==> config.mk <==
export PLATFORM = sky130hd
export DESIGN_NAME = led_bargraph_pattern_encoder_unit_flat
export DESIGN_NICKNAME = d
export VERILOG_FILES = /design/src/hw/rtl/lbpe_pkg.sv /design/src/hw/rtl/lbpe_if.sv /design/src/hw/rtl/lbpe_cfg_regs.sv /design/src/hw/rtl/lbpe_prep.sv /design/src/hw/rtl/lbpe_div.sv /design/src/hw/rtl/lbpe_image.sv /design/src/hw/rtl/led_bargraph_pattern_encoder_unit.sv /design/src/flat_wrapper.sv
export SDC_FILE = /design/constraint.sdc
export NUM_CORES = 2
export LEC_CHECK = 0
export BUFFER_PORTS_ARGS = -buffer_cell sky130_fd_sc_hd__clkbuf_2
export CORE_MARGIN = 10
export CORE_UTILIZATION = 47
export CTS_CLUSTER_SIZE = 24
export DETAILED_ROUTE_END_ITERATION = 8
export HOLD_SLACK_MARGIN = 0.06
export MAX_ROUTING_LAYER = met4
export SYNTH_ARGS = -nofsm -noshare
export SYNTH_HDL_FRONTEND = slang
export SYNTH_SLANG_ARGS = --single-unit
==> constraint.sdc <==
create_clock -name clk -period 18.1 [get_ports clk]
set_clock_uncertainty 0.05 [all_clocks]
set_input_delay 2.715 -clock clk [delete_from_list [all_inputs] [get_ports clk]]
set_output_delay 2.715 -clock clk [all_outputs]
set_load 0.05 [all_outputs]
==> src/hw/rtl/lbpe_pkg.sv <==
// ----------------------------------------------------------------------------
// LED bar-graph encoder package
// Shared sizes, register indexes, selector codes and pipeline payload types.
// ----------------------------------------------------------------------------
package lbpe_pkg;

  localparam int MAX_LEDS    = 64;
  localparam int LEVEL_BITS  = 16;
  localparam int LED_W       = $clog2(MAX_LEDS + 1);
  localparam int NBYTES      = (MAX_LEDS + 7) / 8;
  localparam int IMG_W       = 8 * NBYTES;
  localparam int BC_W        = $clog2(NBYTES + 1);
  localparam int QW          = LED_W;
  localparam int NUM_W       = LEVEL_BITS + LED_W;
  localparam int LEDS_REG_W  = 7;
  localparam int NUM_REGS    = 6;
  localparam int IDX_W       = $clog2(NUM_REGS);
  localparam int ADDR_W      = IDX_W + 2;
  localparam int DATA_W      = 32;

  typedef enum logic [IDX_W-1:0] {
    REG_MODE       = 0,
    REG_RANGE_LOW  = 1,
    REG_RANGE_HIGH = 2,
    REG_LEDS       = 3,
    REG_REVERSE    = 4,
    REG_ENABLE     = 5
  } reg_idx_t;

  // How the quotient finishes the lit range
  typedef enum logic [1:0] {
    SEL_NONE  = 2'd0,
    SEL_CNT   = 2'd1,
    SEL_RIGHT = 2'd2,
    SEL_LEFT  = 2'd3
  } sel_t;

  typedef struct packed {
    logic                         display_mode;
    logic signed [LEVEL_BITS-1:0] range_low;
    logic signed [LEVEL_BITS-1:0] range_high;
    logic                         reverse_order;
    logic                         output_enable;
    logic [LED_W-1:0]             n;
    logic [BC_W-1:0]              bc;
  } cfg_t;

  // Lit LEDs are lo_idx <= i < hi_ex
  typedef struct packed {
    sel_t                  sel;
    logic [LED_W-1:0]      lo_idx;
    logic [LED_W-1:0]      hi_ex;
    logic [LEVEL_BITS-1:0] mul_a;
    logic [LED_W-1:0]      mul_b;
    logic [LEVEL_BITS-1:0] den;
    logic                  ceil_up;
  } prep_t;

  typedef struct packed {
    sel_t                  sel;
    logic [LED_W-1:0]      lo_idx;
    logic [LED_W-1:0]      hi_ex;
    logic [NUM_W-1:0]      rem;
    logic [LEVEL_BITS-1:0] den;
    logic [QW-1:0]         q;
  } div_t;

  typedef struct packed {
    sel_t             sel;
    logic [LED_W-1:0] lo_idx;
    logic [LED_W-1:0] hi_ex;
    logic [QW-1:0]    q;
  } span_t;

endpackage

==> src/hw/rtl/lbpe_if.sv <==
// ----------------------------------------------------------------------------
// LED bar-graph encoder stream interfaces
// Valid/ready channels for the level input and the shift image result.
// ----------------------------------------------------------------------------
interface lbpe_in_if;
  logic                                  valid;
  logic                                  ready;
  logic signed [lbpe_pkg::LEVEL_BITS-1:0] level;

  modport source (output valid, output level, input ready);
  modport sink   (input valid, input level, output ready);
endinterface

interface lbpe_out_if;
  logic                           valid;
  logic                           ready;
  logic [lbpe_pkg::IMG_W-1:0]     shift_image;
  logic [lbpe_pkg::BC_W-1:0]      byte_count;

  modport source (output valid, output shift_image, output byte_count, input ready);
  modport sink   (input valid, input shift_image, input byte_count, output ready);
endinterface

==> src/hw/rtl/lbpe_cfg_regs.sv <==
// ----------------------------------------------------------------------------
// Configuration registers
// APB-style register file; also derives the effective LED and byte counts.
// ----------------------------------------------------------------------------
module lbpe_cfg_regs (
  input  logic                          clk,
  input  logic                          rst_n,
  input  logic                          cfg_psel,
  input  logic                          cfg_penable,
  input  logic                          cfg_pwrite,
  input  logic [lbpe_pkg::ADDR_W-1:0]   cfg_paddr,
  input  logic [lbpe_pkg::DATA_W-1:0]   cfg_pwdata,
  output logic [lbpe_pkg::DATA_W-1:0]   cfg_prdata,
  output logic                          cfg_pready,
  output lbpe_pkg::cfg_t                cfg
);

  logic                                   mode_r;
  logic signed [lbpe_pkg::LEVEL_BITS-1:0] range_low_r;
  logic signed [lbpe_pkg::LEVEL_BITS-1:0] range_high_r;
  logic [lbpe_pkg::LEDS_REG_W-1:0]        leds_r;
  logic                                   reverse_r;
  logic                                   enable_r;
  logic                                   wr_en;
  lbpe_pkg::reg_idx_t                     idx;
  logic [lbpe_pkg::LED_W-1:0]             n_eff;

  assign cfg_pready = 1'b1;
  assign wr_en      = cfg_psel && cfg_penable && cfg_pwrite;
  assign idx        = lbpe_pkg::reg_idx_t'(cfg_paddr[lbpe_pkg::ADDR_W-1:2]);

  always_ff @(posedge clk) begin
    if (!rst_n) begin
      mode_r       <= 1'b0;
      range_low_r  <= '0;
      range_high_r <= lbpe_pkg::LEVEL_BITS'(64);
      leds_r       <= lbpe_pkg::LEDS_REG_W'(64);
      reverse_r    <= 1'b0;
      enable_r     <= 1'b1;
    end else if (wr_en) begin
      case (idx)
        lbpe_pkg::REG_MODE:       mode_r       <= cfg_pwdata[0];
        lbpe_pkg::REG_RANGE_LOW:  range_low_r  <= cfg_pwdata[lbpe_pkg::LEVEL_BITS-1:0];
        lbpe_pkg::REG_RANGE_HIGH: range_high_r <= cfg_pwdata[lbpe_pkg::LEVEL_BITS-1:0];
        lbpe_pkg::REG_LEDS:       leds_r       <= cfg_pwdata[lbpe_pkg::LEDS_REG_W-1:0];
        lbpe_pkg::REG_REVERSE:    reverse_r    <= cfg_pwdata[0];
        lbpe_pkg::REG_ENABLE:     enable_r     <= cfg_pwdata[0];
        default: ;
      endcase
    end
  end

  always_comb begin
    case (idx)
      lbpe_pkg::REG_MODE:       cfg_prdata = lbpe_pkg::DATA_W'(mode_r);
      lbpe_pkg::REG_RANGE_LOW:  cfg_prdata = lbpe_pkg::DATA_W'($unsigned(range_low_r));
      lbpe_pkg::REG_RANGE_HIGH: cfg_prdata = lbpe_pkg::DATA_W'($unsigned(range_high_r));
      lbpe_pkg::REG_LEDS:       cfg_prdata = lbpe_pkg::DATA_W'(leds_r);
      lbpe_pkg::REG_REVERSE:    cfg_prdata = lbpe_pkg::DATA_W'(reverse_r);
      lbpe_pkg::REG_ENABLE:     cfg_prdata = lbpe_pkg::DATA_W'(enable_r);
      default:                  cfg_prdata = '0;
    endcase
  end

  // Zero LEDs acts as one, anything above the maximum as the maximum
  always_comb begin
    if (leds_r == '0) begin
      n_eff = lbpe_pkg::LED_W'(1);
    end else if (leds_r > lbpe_pkg::LEDS_REG_W'(lbpe_pkg::MAX_LEDS)) begin
      n_eff = lbpe_pkg::LED_W'(lbpe_pkg::MAX_LEDS);
    end else begin
      n_eff = leds_r[lbpe_pkg::LED_W-1:0];
    end
  end

  always_comb begin
    cfg.display_mode  = mode_r;
    cfg.range_low     = range_low_r;
    cfg.range_high    = range_high_r;
    cfg.reverse_order = reverse_r;
    cfg.output_enable = enable_r;
    cfg.n             = n_eff;
    cfg.bc            = lbpe_pkg::BC_W'(({1'b0, n_eff} + (lbpe_pkg::LED_W + 1)'(7)) >> 3);
  end

endmodule

==> src/hw/rtl/lbpe_prep.sv <==
// ----------------------------------------------------------------------------
// Operand preparation
// Stage 1 classifies the level and picks divider operands; stage 2 forms the
// scaled numerator with the ceiling offset.
// ----------------------------------------------------------------------------
module lbpe_prep (
  input  logic                                   clk,
  input  logic                                   rst_n,
  input  lbpe_pkg::cfg_t                         cfg,
  input  logic                                   in_valid,
  output logic                                   in_ready,
  input  logic signed [lbpe_pkg::LEVEL_BITS-1:0] in_level,
  output logic                                   out_valid,
  input  logic                                   out_ready,
  output lbpe_pkg::div_t                         out_data
);

  localparam int SW = lbpe_pkg::LEVEL_BITS + 1;
  localparam int LB = lbpe_pkg::LEVEL_BITS;
  localparam int LW = lbpe_pkg::LED_W;

  logic                  s1_valid_r;
  lbpe_pkg::prep_t       s1_data_r;
  lbpe_pkg::prep_t       s1_data_nxt;
  logic                  s1_ready;
  logic                  s2_valid_r;
  lbpe_pkg::div_t        s2_data_r;
  lbpe_pkg::div_t        s2_data_nxt;
  logic                  s2_ready;

  logic signed [SW-1:0]  v;
  logic signed [SW-1:0]  lo;
  logic signed [SW-1:0]  hi;
  logic signed [SW-1:0]  nn;
  logic signed [SW-1:0]  diff_vl;
  logic signed [SW-1:0]  diff_hl;
  logic signed [SW-1:0]  neg_v;
  logic signed [SW-1:0]  neg_lo;
  logic [LW-1:0]         lc;
  logic [LW-1:0]         rc;
  logic [lbpe_pkg::NUM_W-1:0] prod;
  logic [lbpe_pkg::NUM_W-1:0] offs;

  assign s2_ready  = !s2_valid_r || out_ready;
  assign s1_ready  = !s1_valid_r || s2_ready;
  assign in_ready  = s1_ready;
  assign out_valid = s2_valid_r;
  assign out_data  = s2_data_r;

  always_comb begin
    v       = {in_level[LB-1], in_level};
    lo      = {cfg.range_low[LB-1], cfg.range_low};
    hi      = {cfg.range_high[LB-1], cfg.range_high};
    nn      = {{(SW-LW){1'b0}}, cfg.n};
    diff_vl = v - lo;
    diff_hl = hi - lo;
    neg_v   = -v;
    neg_lo  = -lo;
    lc      = LW'((cfg.n - 1'b1) >> 1);
    rc      = LW'(cfg.n >> 1);

    s1_data_nxt         = '0;
    s1_data_nxt.sel     = lbpe_pkg::SEL_NONE;
    s1_data_nxt.den     = LB'(1);

    if (!cfg.display_mode) begin
      if ((lo != 0 || hi != nn) && hi > lo) begin
        if (v <= lo) begin
          s1_data_nxt.hi_ex = '0;
        end else if (v >= hi) begin
          s1_data_nxt.hi_ex = cfg.n;
        end else begin
          s1_data_nxt.sel   = lbpe_pkg::SEL_CNT;
          s1_data_nxt.mul_a = diff_vl[LB-1:0];
          s1_data_nxt.mul_b = cfg.n;
          s1_data_nxt.den   = diff_hl[LB-1:0];
        end
      end else if (v <= 0) begin
        s1_data_nxt.hi_ex = '0;
      end else if (v >= nn) begin
        s1_data_nxt.hi_ex = cfg.n;
      end else begin
        s1_data_nxt.hi_ex = v[LW-1:0];
      end
    end else begin
      s1_data_nxt.lo_idx = lc;
      s1_data_nxt.hi_ex  = LW'(rc + 1'b1);
      if (v > 0) begin
        if (v >= hi) begin
          s1_data_nxt.hi_ex = cfg.n;
        end else if (hi > 0) begin
          s1_data_nxt.sel     = lbpe_pkg::SEL_RIGHT;
          s1_data_nxt.mul_a   = v[LB-1:0];
          s1_data_nxt.mul_b   = LW'(cfg.n - 1'b1 - rc);
          s1_data_nxt.den     = hi[LB-1:0];
          s1_data_nxt.ceil_up = 1'b1;
        end
      end else if (v < 0) begin
        if (v <= lo) begin
          s1_data_nxt.lo_idx = '0;
        end else if (lo < 0) begin
          s1_data_nxt.sel     = lbpe_pkg::SEL_LEFT;
          s1_data_nxt.mul_a   = neg_v[LB-1:0];
          s1_data_nxt.mul_b   = lc;
          s1_data_nxt.den     = neg_lo[LB-1:0];
          s1_data_nxt.ceil_up = 1'b1;
        end
      end
    end
  end

  always_comb begin
    prod = lbpe_pkg::NUM_W'(s1_data_r.mul_a) * lbpe_pkg::NUM_W'(s1_data_r.mul_b);
    offs = s1_data_r.ceil_up ? (lbpe_pkg::NUM_W'(s1_data_r.den) - 1'b1) : '0;
    s2_data_nxt.sel    = s1_data_r.sel;
    s2_data_nxt.lo_idx = s1_data_r.lo_idx;
    s2_data_nxt.hi_ex  = s1_data_r.hi_ex;
    s2_data_nxt.rem    = prod + offs;
    s2_data_nxt.den    = s1_data_r.den;
    s2_data_nxt.q      = '0;
  end

  always_ff @(posedge clk) begin
    if (!rst_n) begin
      s1_valid_r <= 1'b0;
      s2_valid_r <= 1'b0;
    end else begin
      if (s1_ready) begin
        s1_valid_r <= in_valid;
      end
      if (s2_ready) begin
        s2_valid_r <= s1_valid_r;
      end
    end
  end

  always_ff @(posedge clk) begin
    if (s1_ready && in_valid) begin
      s1_data_r <= s1_data_nxt;
    end
    if (s2_ready && s1_valid_r) begin
      s2_data_r <= s2_data_nxt;
    end
  end

endmodule

==> src/hw/rtl/lbpe_div.sv <==
// ----------------------------------------------------------------------------
// Pipelined restoring divider
// One quotient bit per stage, most significant first.
// ----------------------------------------------------------------------------
module lbpe_div (
  input  logic            clk,
  input  logic            rst_n,
  input  logic            in_valid,
  output logic            in_ready,
  input  lbpe_pkg::div_t  in_data,
  output logic            out_valid,
  input  logic            out_ready,
  output lbpe_pkg::span_t out_data
);

  localparam int QW = lbpe_pkg::QW;

  logic           stg_valid_r [QW];
  lbpe_pkg::div_t stg_data_r  [QW];
  logic           stg_ready   [QW+1];
  logic           stg_in_valid[QW];
  lbpe_pkg::div_t stg_in_data [QW];

  assign stg_ready[QW] = out_ready;
  assign in_ready      = stg_ready[0];
  assign out_valid     = stg_valid_r[QW-1];

  always_comb begin
    out_data.sel    = stg_data_r[QW-1].sel;
    out_data.lo_idx = stg_data_r[QW-1].lo_idx;
    out_data.hi_ex  = stg_data_r[QW-1].hi_ex;
    out_data.q      = stg_data_r[QW-1].q;
  end

  for (genvar k = 0; k < QW; k++) begin : g_stage
    localparam int BIT = QW - 1 - k;
    lbpe_pkg::div_t             d_nxt;
    logic [lbpe_pkg::NUM_W-1:0] sub_val;

    if (k == 0) begin : g_first
      assign stg_in_valid[k] = in_valid;
      assign stg_in_data[k]  = in_data;
    end else begin : g_next
      assign stg_in_valid[k] = stg_valid_r[k-1];
      assign stg_in_data[k]  = stg_data_r[k-1];
    end

    assign stg_ready[k] = !stg_valid_r[k] || stg_ready[k+1];

    always_comb begin
      d_nxt   = stg_in_data[k];
      sub_val = lbpe_pkg::NUM_W'(stg_in_data[k].den) << BIT;
      if (stg_in_data[k].rem >= sub_val) begin
        d_nxt.rem    = stg_in_data[k].rem - sub_val;
        d_nxt.q[BIT] = 1'b1;
      end
    end

    always_ff @(posedge clk) begin
      if (!rst_n) begin
        stg_valid_r[k] <= 1'b0;
      end else if (stg_ready[k]) begin
        stg_valid_r[k] <= stg_in_valid[k];
      end
    end

    always_ff @(posedge clk) begin
      if (stg_ready[k] && stg_in_valid[k]) begin
        stg_data_r[k] <= d_nxt;
      end
    end
  end

endmodule

==> src/hw/rtl/lbpe_image.sv <==
// ----------------------------------------------------------------------------
// Shift image builder
// Stage 1 makes the lit-LED mask, stage 2 mirrors it, stage 3 packs bytes
// into shift order and applies the output enable.
// ----------------------------------------------------------------------------
module lbpe_image (
  input  logic                          clk,
  input  logic                          rst_n,
  input  lbpe_pkg::cfg_t                cfg,
  input  logic                          in_valid,
  output logic                          in_ready,
  input  lbpe_pkg::span_t               in_data,
  output logic                          out_valid,
  input  logic                          out_ready,
  output logic [lbpe_pkg::IMG_W-1:0]    out_image,
  output logic [lbpe_pkg::BC_W-1:0]     out_bc
);

  localparam int IW   = lbpe_pkg::IMG_W;
  localparam int LW   = lbpe_pkg::LED_W;
  localparam int SH_W = $clog2(IW + 1);

  logic                  m_valid_r;
  logic [IW-1:0]         m_mask_r;
  logic [IW-1:0]         m_mask_nxt;
  logic                  r_valid_r;
  logic [IW-1:0]         r_mask_r;
  logic [IW-1:0]         r_mask_nxt;
  logic                  p_valid_r;
  logic [IW-1:0]         p_image_r;
  logic [IW-1:0]         p_image_nxt;
  logic [lbpe_pkg::BC_W-1:0] p_bc_r;
  logic                  m_ready;
  logic                  r_ready;
  logic                  p_ready;
  logic [LW-1:0]         lo_f;
  logic [LW-1:0]         hi_f;
  logic [IW-1:0]         rev;
  logic [IW-1:0]         brev;
  logic [SH_W-1:0]       mir_sh;
  logic [lbpe_pkg::BC_W+2:0] pack_sh;

  function automatic logic [IW-1:0] therm(input logic [LW-1:0] k);
    logic [IW-1:0] t;
    for (int i = 0; i < IW; i++) begin
      t[i] = (i < int'(k));
    end
    return t;
  endfunction

  assign p_ready   = !p_valid_r || out_ready;
  assign r_ready   = !r_valid_r || p_ready;
  assign m_ready   = !m_valid_r || r_ready;
  assign in_ready  = m_ready;
  assign out_valid = p_valid_r;
  assign out_image = p_image_r;
  assign out_bc    = p_bc_r;

  always_comb begin
    lo_f = in_data.lo_idx;
    hi_f = in_data.hi_ex;
    case (in_data.sel)
      lbpe_pkg::SEL_CNT:   hi_f = in_data.q;
      lbpe_pkg::SEL_RIGHT: hi_f = LW'(in_data.hi_ex + in_data.q);
      lbpe_pkg::SEL_LEFT:  lo_f = LW'(in_data.lo_idx - in_data.q);
      default: ;
    endcase
    m_mask_nxt = therm(hi_f) & ~therm(lo_f);
  end

  // Mirror inside the fitted LEDs: full reversal, then drop the unused top
  always_comb begin
    for (int i = 0; i < IW; i++) begin
      rev[i] = m_mask_r[IW-1-i];
    end
    mir_sh     = SH_W'(IW) - SH_W'(cfg.n);
    r_mask_nxt = cfg.reverse_order ? (rev >> mir_sh) : m_mask_r;
  end

  // LED byte j goes to shift byte bc-1-j
  always_comb begin
    for (int b = 0; b < lbpe_pkg::NBYTES; b++) begin
      brev[8*b +: 8] = r_mask_r[8*(lbpe_pkg::NBYTES-1-b) +: 8];
    end
    pack_sh     = {lbpe_pkg::BC_W'(lbpe_pkg::NBYTES) - cfg.bc, 3'b000};
    p_image_nxt = cfg.output_enable ? (brev >> pack_sh) : '0;
  end

  always_ff @(posedge clk) begin
    if (!rst_n) begin
      m_valid_r <= 1'b0;
      r_valid_r <= 1'b0;
      p_valid_r <= 1'b0;
    end else begin
      if (m_ready) begin
        m_valid_r <= in_valid;
      end
      if (r_ready) begin
        r_valid_r <= m_valid_r;
      end
      if (p_ready) begin
        p_valid_r <= r_valid_r;
      end
    end
  end

  always_ff @(posedge clk) begin
    if (m_ready && in_valid) begin
      m_mask_r <= m_mask_nxt;
    end
    if (r_ready && m_valid_r) begin
      r_mask_r <= r_mask_nxt;
    end
    if (p_ready && r_valid_r) begin
      p_image_r <= p_image_nxt;
      p_bc_r    <= cfg.bc;
    end
  end

endmodule

==> src/hw/rtl/led_bargraph_pattern_encoder_unit.sv <==
// ----------------------------------------------------------------------------
// LED bar-graph pattern encoder
// Turns a signed level into the shift-register image for an LED bar.
// ----------------------------------------------------------------------------
// Takes one level per cycle unless the result side holds the pipeline, and
// returns its image after operand selection and the scaling multiply, the
// bit-per-stage divider that scales the level to an LED count, and the stages
// that build, mirror and pack the mask, the last of which is the output
// register. Back-pressure from the result side stalls only the stages that
// hold data; empty stages keep filling. Write the configuration registers
// only while no transfer is in flight.
module led_bargraph_pattern_encoder_unit (
  input  logic                          clk,
  input  logic                          rst_n,
  lbpe_in_if.sink                       in_ch,
  lbpe_out_if.source                    out_ch,
  input  logic                          cfg_psel,
  input  logic                          cfg_penable,
  input  logic                          cfg_pwrite,
  input  logic [lbpe_pkg::ADDR_W-1:0]   cfg_paddr,
  input  logic [lbpe_pkg::DATA_W-1:0]   cfg_pwdata,
  output logic [lbpe_pkg::DATA_W-1:0]   cfg_prdata,
  output logic                          cfg_pready
);

  lbpe_pkg::cfg_t  cfg;
  logic            prep_valid;
  logic            prep_ready;
  lbpe_pkg::div_t  prep_data;
  logic            div_valid;
  logic            div_ready;
  lbpe_pkg::span_t div_data;

  lbpe_cfg_regs u_cfg (
    .clk         (clk),
    .rst_n       (rst_n),
    .cfg_psel    (cfg_psel),
    .cfg_penable (cfg_penable),
    .cfg_pwrite  (cfg_pwrite),
    .cfg_paddr   (cfg_paddr),
    .cfg_pwdata  (cfg_pwdata),
    .cfg_prdata  (cfg_prdata),
    .cfg_pready  (cfg_pready),
    .cfg         (cfg)
  );

  lbpe_prep u_prep (
    .clk       (clk),
    .rst_n     (rst_n),
    .cfg       (cfg),
    .in_valid  (in_ch.valid),
    .in_ready  (in_ch.ready),
    .in_level  (in_ch.level),
    .out_valid (prep_valid),
    .out_ready (prep_ready),
    .out_data  (prep_data)
  );

  lbpe_div u_div (
    .clk       (clk),
    .rst_n     (rst_n),
    .in_valid  (prep_valid),
    .in_ready  (prep_ready),
    .in_data   (prep_data),
    .out_valid (div_valid),
    .out_ready (div_ready),
    .out_data  (div_data)
  );

  lbpe_image u_image (
    .clk       (clk),
    .rst_n     (rst_n),
    .cfg       (cfg),
    .in_valid  (div_valid),
    .in_ready  (div_ready),
    .in_data   (div_data),
    .out_valid (out_ch.valid),
    .out_ready (out_ch.ready),
    .out_image (out_ch.shift_image),
    .out_bc    (out_ch.byte_count)
  );

  // A free result side must never hold off the input
  a_no_false_stall: assert property (@(posedge clk) disable iff (!rst_n)
    out_ch.ready |-> in_ch.ready)
    else $error("input stalled while result side ready");

  a_bc_range: assert property (@(posedge clk) disable iff (!rst_n)
    out_ch.valid |-> (out_ch.byte_count != '0) &&
                     (out_ch.byte_count <= lbpe_pkg::BC_W'(lbpe_pkg::NBYTES)))
    else $error("byte count out of range");

  a_enable_write: assert property (@(posedge clk) disable iff (!rst_n)
    (cfg_psel && cfg_penable && cfg_pwrite &&
     cfg_paddr[lbpe_pkg::ADDR_W-1:2] == lbpe_pkg::REG_ENABLE)
    |=> (cfg.output_enable == $past(cfg_pwdata[0])))
    else $error("output enable write lost");

endmodule
==> src/flat_wrapper.sv <==
// flat-port wrapper written by rule: the top's interface ports become plain ports
module led_bargraph_pattern_encoder_unit_flat 
  (clk, rst_n, cfg_psel, cfg_penable, cfg_pwrite, cfg_paddr, cfg_pwdata, cfg_prdata, cfg_pready, in_ch_valid, in_ch_level, in_ch_ready, out_ch_valid, out_ch_shift_image, out_ch_byte_count, out_ch_ready);
  lbpe_in_if in_ch_i ();
  lbpe_out_if out_ch_i ();
  input  logic clk;
  input  logic rst_n;
  input  logic cfg_psel;
  input  logic cfg_penable;
  input  logic cfg_pwrite;
  input  logic [lbpe_pkg::ADDR_W-1:0] cfg_paddr;
  input  logic [lbpe_pkg::DATA_W-1:0] cfg_pwdata;
  output logic [lbpe_pkg::DATA_W-1:0] cfg_prdata;
  output logic cfg_pready;
  input wire logic [$bits(in_ch_i.valid)-1:0] in_ch_valid;
  input wire logic [$bits(in_ch_i.level)-1:0] in_ch_level;
  output wire logic [$bits(in_ch_i.ready)-1:0] in_ch_ready;
  output wire logic [$bits(out_ch_i.valid)-1:0] out_ch_valid;
  output wire logic [$bits(out_ch_i.shift_image)-1:0] out_ch_shift_image;
  output wire logic [$bits(out_ch_i.byte_count)-1:0] out_ch_byte_count;
  input wire logic [$bits(out_ch_i.ready)-1:0] out_ch_ready;
  assign in_ch_i.valid = in_ch_valid;
  assign in_ch_i.level = in_ch_level;
  assign in_ch_ready = in_ch_i.ready;
  assign out_ch_valid = out_ch_i.valid;
  assign out_ch_shift_image = out_ch_i.shift_image;
  assign out_ch_byte_count = out_ch_i.byte_count;
  assign out_ch_i.ready = out_ch_ready;
  led_bargraph_pattern_encoder_unit u_core (.clk(clk), .rst_n(rst_n), .in_ch(in_ch_i), .out_ch(out_ch_i), .cfg_psel(cfg_psel), .cfg_penable(cfg_penable), .cfg_pwrite(cfg_pwrite), .cfg_paddr(cfg_paddr), .cfg_pwdata(cfg_pwdata), .cfg_prdata(cfg_prdata), .cfg_pready(cfg_pready));
endmodule
=== After elaboration in Yosys (flattened, before gate mapping) ===
Memory sizes are Yosys's and may differ from the RTL's.
Cells that the tools add are included.

* Bitwise gates (word level): 11
* Shifts and indexed selects: 2
* $lt $le $gt $ge: 145
* Reductions and logical operators: 50
* Add/sub/neg operators: 21
* $mul: 1
* Equality and inequality tests: 9
* Mux-type cells: 93

{| class="wikitable"
|+ Operator list
! cell !! number
|-
| 6-bit by 7-bit less-than comparator with 1-bit output (first input constant) || 64
|-
| 40-bit 2-to-1 mux || 6
|-
| 5-bit by 7-bit less-than comparator with 1-bit output (first input constant) || 32
|-
| 23-bit 2-to-1 mux || 8
|-
| 64-bit by 7-bit right shift with 64-bit output || 2
|-
| 39-bit 2-to-1 mux || 3
|-
| 4-bit by 7-bit less-than comparator with 1-bit output (first input constant) || 16
|-
| 16-bit one-hot mux with 6 select lines || 1
|-
| 7-bit 2-to-1 mux || 10
|-
| 64-bit AND || 1
|-
| 64-bit 2-to-1 mux || 1
|-
| 64-bit NOT || 1
|-
| 3-bit by 7-bit less-than comparator with 1-bit output (first input constant) || 8
|-
| 1-bit 2-to-1 mux || 53
|-
| 46-bit 2-to-1 mux || 1
|-
| 16-bit by 1-bit > comparator with 1-bit output (second input constant) || 2
|-
| 16-bit by 1-bit less-than comparator with 1-bit output (second input constant) || 2
|-
| 16-bit negator || 2
|-
| 32-bit nonzero test || 1
|-
| 16-bit subtractor || 2
|-
| 1-bit by 7-bit less-than comparator with 1-bit output (first input constant) || 4
|-
| 2-bit by 7-bit less-than comparator with 1-bit output (first input constant) || 4
|-
| 23-bit adder || 1
|-
| 23-bit by 16-bit greater-or-equal comparator with 1-bit output || 1
|-
| 48 further kinds || 106
|}

* Word-level logic and storage cells: 362
* Flip-flop bits (word level): 354
* Memories kept: 2
* Input port bits: 60
* RAM bits: 441

{| class="wikitable"
|+ Memory list
! memory !! words !! bits a word !! read ports !! clocked after Yosys merged registers in !! write ports !! line !! source
|-
| u_core.u_div.stg_data_r || 7 || 62 || 7 || 0 || 7 || lbpe_div.sv:19 || <nowiki>lbpe_pkg::div_t stg_data_r [QW];</nowiki>
|-
| u_core.u_div.stg_valid_r || 7 || 1 || 7 || 0 || 7 || lbpe_div.sv:18 || <nowiki>logic stg_valid_r [QW];</nowiki>
|}

=== Longest topological paths before layout ===
* Depth after elaboration: 15
* Depth in mapped cells: 23
* Mapped depth without buffers: 21

=== By module ===
From an unflattened synthesis, not the netlist that was laid out.

* Cell total of the unflattened synthesis: 4429
* Area total of the unflattened synthesis: 47570.6 um^2

{| class="wikitable"
|+ Modules (own cells, without submodules)
! module !! area each (um^2) !! sequential area each (um^2) !! cells each !! instances
|-
| lbpe_div || 19516.2 || 12061.6 || 1514 || 1
|-
| lbpe_image || 14074.7 || 5945.7 || 1438 || 1
|-
| lbpe_prep || 11726.2 || 3283.1 || 1225 || 1
|-
| lbpe_cfg_regs || 2253.4 || 840.8 || 252 || 1
|}

=== Worst setup path after synthesis ===
Ideal clock, no wire load.

* Path type: input to register
* From: in out_ch_ready
* To: mem u_core.u_div.stg_valid_r[0], data pin
* Slack: 9.763 ns
* Required time: 17.888 ns
* Arrival time: 8.125 ns
* Cell stages on the path: 7
* Buffers on the path: 0
* Cell sequence: nor2b_1 -> and3_1 -> and3_1 -> and3_1 -> and3_1 -> a21boi_0 -> and2_1

{| class="wikitable"
|+ RTL lines
! item !! line !! source
|-
| from (decl) || flat_wrapper.sv:21 || <nowiki>input wire logic [$bits(out_ch_i.ready)-1:0] out_ch_ready;</nowiki>
|-
| to (decl) || lbpe_div.sv:18 ||
|}

=== Final worst setup path ===
* From: in out_ch_ready
* To: out in_ch_ready

* Longest elaborated chain between the ends: 12

{| class="wikitable"
|+ Ends and longest elaborated chain
! item !! line !! source
|-
| 1-bit logical OR || lbpe_image.sv:51 || <nowiki>assign p_ready = !p_valid_r || out_ready;</nowiki>
|-
| 1-bit logical OR || lbpe_image.sv:52 || <nowiki>assign r_ready = !r_valid_r || p_ready;</nowiki>
|-
| 1-bit logical OR || lbpe_image.sv:53 || <nowiki>assign m_ready = !m_valid_r || r_ready;</nowiki>
|-
| 1-bit logical OR (7 in a row) || lbpe_div.sv:48 || <nowiki>assign stg_ready[k] = !stg_valid_r[k] || stg_ready[k+1];</nowiki>
|-
| 1-bit logical OR || lbpe_prep.sv:44 || <nowiki>assign s2_ready = !s2_valid_r || out_ready;</nowiki>
|-
| 1-bit logical OR || lbpe_prep.sv:45 || <nowiki>assign s1_ready = !s1_valid_r || s2_ready;</nowiki>
|-
| to (decl) || flat_wrapper.sv:17 || <nowiki>output wire logic [$bits(in_ch_i.ready)-1:0] in_ch_ready;</nowiki>
|}

Every way passes these cells.

==> flow_summary_export.csv <==
group,metric,value,unit
clock_network,cts_setup_buffers,0,
clock_network,clock_latency,660,ps
grt,grt_pass1_wl,194,mm
power,switching_power,956,uW
sta,slew_violations,0,
detailed_routing,drt-total-wl,126,mm
power,power,3940,uW
setup_path,cp.buffers_inverters,2,
place,place_congestion,0.986,
layout,design_area,0.0510,mm^2
grt,grt_max_degree,75,
setup_path,crit_path_start_kind,"input pin",
synth,netlist_top_cells_area,"edfxtp_1 (44%), ha_1 (6.4%), mux2i_1 (5.3%)",
place,numPortBuffers,127,
detailed_routing,vias,33600,
synth,ys.warnings.count,0,
sta,fin_tns_setup,0,ps
clock_network,htreeDepth,3,
floorplan,die_w,334,um
sta,timing.final.ws_setup,9560,ps
power,ir_drop,73.0,uV
sta,fin_crit_sh,47.2,%
clock_network,clk_pin_slew,60,ps
setup_path,crit_path_top_delay_cell,"nor2b_1",
sta,fmax,0.117,GHz
sta,hold_viol,0,
detailed_routing,wire_per_inst,21.7,um
detailed_routing,drt_iter0_drc,2982,
synth,synth_edf_count,677,
synth,async_reset_ff_share,0,%
detailed_routing,drc,0,
setup_path,cp_slowest_stage_delay,640,ps
floorplan,rows,115,
setup_path,crit_arrival,5770,ps
synth,synth_cell_types,108,
synth,synth_top_area_cell,"edfxtp_1",
grt,grt_pass1_vias,32400,
setup_path,path_max_fanout,5,
synth,ys.flop_type,"edfxtp_1",
place,preCtsSetupSlack,9540,ps
job,drv_cap,0,
floorplan,core,0.0983,mm^2
grt,grt_util_all_layers,22.6,%
synth,post-synth-top-count-cell,"edfxtp_1",
power,p_leak,0.0202,uW
sta,setup_viol,0,
clock_network,cts_tree,"built",
layout,final_nets,4833,
clock_network,cts-resized-gates,0,
floorplan,io_pins,163,
sta,post-route-min-period,8540,ps
synth,synth-seq-area-share,45.8,%
synth,syn_avg_cell_area,10.6,um^2
floorplan,dieHeight,334,um
detailed_routing,antenna_left,0,
sta,rsz0062_at_grt,"false",
sta,holdWs,345,ps
power,switching_share,24.3,%
detailed_routing,vias_per_cell,5.80,
setup_path,crit_top_cell,"and3_1",
synth,netlist_top_cells_count,"edfxtp_1 (677), nand2_1 (456), inv_1 (368)",
power,p_comb_share,10.6,%
power,power.share.clock,41.5,%
sta,relSlewSlack,20.5,%
synth,synthCells,4366,
power,intPower,2980,uW
hold_path,min_path_type,"reg -> reg",
clock_network,cts_buffer_depth,3,
place,dpl.hpwl,96.0,mm
place,dpl-instance-area,0.0483,mm^2
clock_network,clock-sinks,725,
synth,netlist.area_leader.share,43.8,%
setup_path,critPathTopFamily,"simple AND/OR/NAND/NOR gates",
grt,antenna_found_initial,5,
clock_network,cts_made_buffers,78,
detailed_routing,firstDrtPassIters,7,
layout,drive_gt1_share,9.69,%
floorplan,die-area,0.112,mm^2
setup_path,end_kind,"output pin",
layout,n_fill_cell,8780,
setup_path,required,15340,ps
status,status,"finished clean",
sta,worst_pin_slew,1190,ps
power,seqPwrFrac,48.0,%
power,powerDensity,77.3,mW/mm^2
clock_network,cts_hold_buf,0,
synth,synth-seq-cells,725,
synth,syn-cell-area,0.0465,mm^2
layout,areaGrowthSynthToFinish,9.69,%
clock_network,cts-root-buf,"clkbuf_16",
grt,overflow,0,
setup_path,path_cells,"clkbuf_2 > nor2b_1 > and3_1 > and3_1 > and3_1 > and3_1 > and3_1 > nand2_1 > clkbuf_2",
floorplan,start_util,47.3,%
setup_path,crit_type,"in -> out",
cell usage in the layout (no fill, tap or decap), types with 57 or more instances in the layout:
cell type,synthesis,final
o21ai_0,183,183
nor2_1,233,233
nor2b_1,63,57
xnor2_1,105,104
edfxtp_1,677,677
fa_1,101,101
inv_1,368,368
clkbuf_2,0,127
nand3_1,73,73
nor3_1,83,82
mux2i_1,244,244
nand2_1,456,456
clkbuf_16,0,80
ha_1,238,237
a21oi_1,211,211
xor2_1,62,62
and2_1,128,126
metal layers:
metal  share of wire [%]  global-route usage [%]  up-vias  wire length, um
li1                    -                       -    16100                -
met1                  45                    31.0    16300            57200
met2                  46                    34.7     1092            57400
met3                 6.4                    3.43      182             8080
met4                 2.5                    6.58        0             3130
met5                   0                       -        -                0
cell type report:
| cell class | instances | area, um^2 | share of cell area [%] |
|---|---|---|---|
| clock inverter | 52 | 578 | 1.13 |
| clock buffer | 93 | 2070 | 4.06 |
| inverter | 379 | 1440 | 2.82 |
| tap | 1287 | 1610 | 3.16 |
| sequential | 725 | 21300 | 41.8 |
| multi-input combinational | 3078 | 23000 | 45.1 |
| timing repair buffer | 172 | 973 | 1.91 |
| antenna | 5 | 12.5 | 0.0245 |
through the flow:
stage | cells | util, %
2_1_floorplan | 4381 | -
3_3_place_gp | 5641 | 49.2
3_5_place_dp | 5641 | 49.2
4_1_cts | 5786 | 51.8
5_1_grt | 5791 | 51.9
6_report | 5791 | 51.9
cells by family after synthesis:
group | synth area share, %
adders and majority gates | 10.8
and+or+nand+nor | 13.6
xor gates and xnor gates | 3.27
AOI/OAI and AO/OA | 13.9
other | 0.0162
DFF | 45.8
muxes | 7.58
buffers and inverters | 5.12
worst paths after layout:
| kind | from | end | slack (ps) | depth (start not counted) |
|---|---|---|---|---|
| min reg2reg | u_core.u_div.stg_data_r[2][54] | u_core.u_div.stg_data_r[3][54] | 350 | 0 |
| max reg2reg | u_core.u_cfg.leds_r[3] | u_core.u_image.r_mask_r[1] | 12410 | 13 |
| max | out_ch_ready | in_ch_ready | 9560 | 9 |
| min | u_core.u_div.stg_data_r[2][54] | u_core.u_div.stg_data_r[3][54] | 350 | 0 |
power groups by stage:
stage | logic (uW) | clock network [uW] | registers, uW
6_report | 417 | 1630 | 1890
5_1_grt | 468 | 1750 | 1890
2_1_floorplan | 318 | 0 | 1910
3_5_place_dp | 418 | 0 | 1930
3_3_place_gp | 414 | 0 | 1920
4_1_cts | 421 | 1680 | 1890
worst register-to-register path, cell delays in order (launching register included):
cell      delay [ps]
dfxtp_1          470
nor2_1           340
a21oi_4          190
nor2_8           420
inv_4            190
ha_1             330
xnor2_4          410
buf_4            760
mux2i_1          460
mux2i_1          240
mux4_2           590
and2_1           200
a221oi_1         560
o21ai_1          210
flip-flops by register name, indices dropped and copies added (netlist names), 4 cells and up:
signal,flops
u_core.u_prep.s1_data_r,54
u_core.u_cfg.leds_r,7
u_core.u_cfg.range_high_r,16
u_core.u_prep.out_data,54
u_core.u_cfg.range_low_r,16
u_core.u_div.stg_valid_r,7
u_core.u_image.out_bc,4
u_core.u_image.m_mask_r,64
u_core.u_div.stg_data_r,367
u_core.u_image.out_image,64
u_core.u_image.r_mask_r,64
No activity file was read; power rests on OpenSTA's default activity.
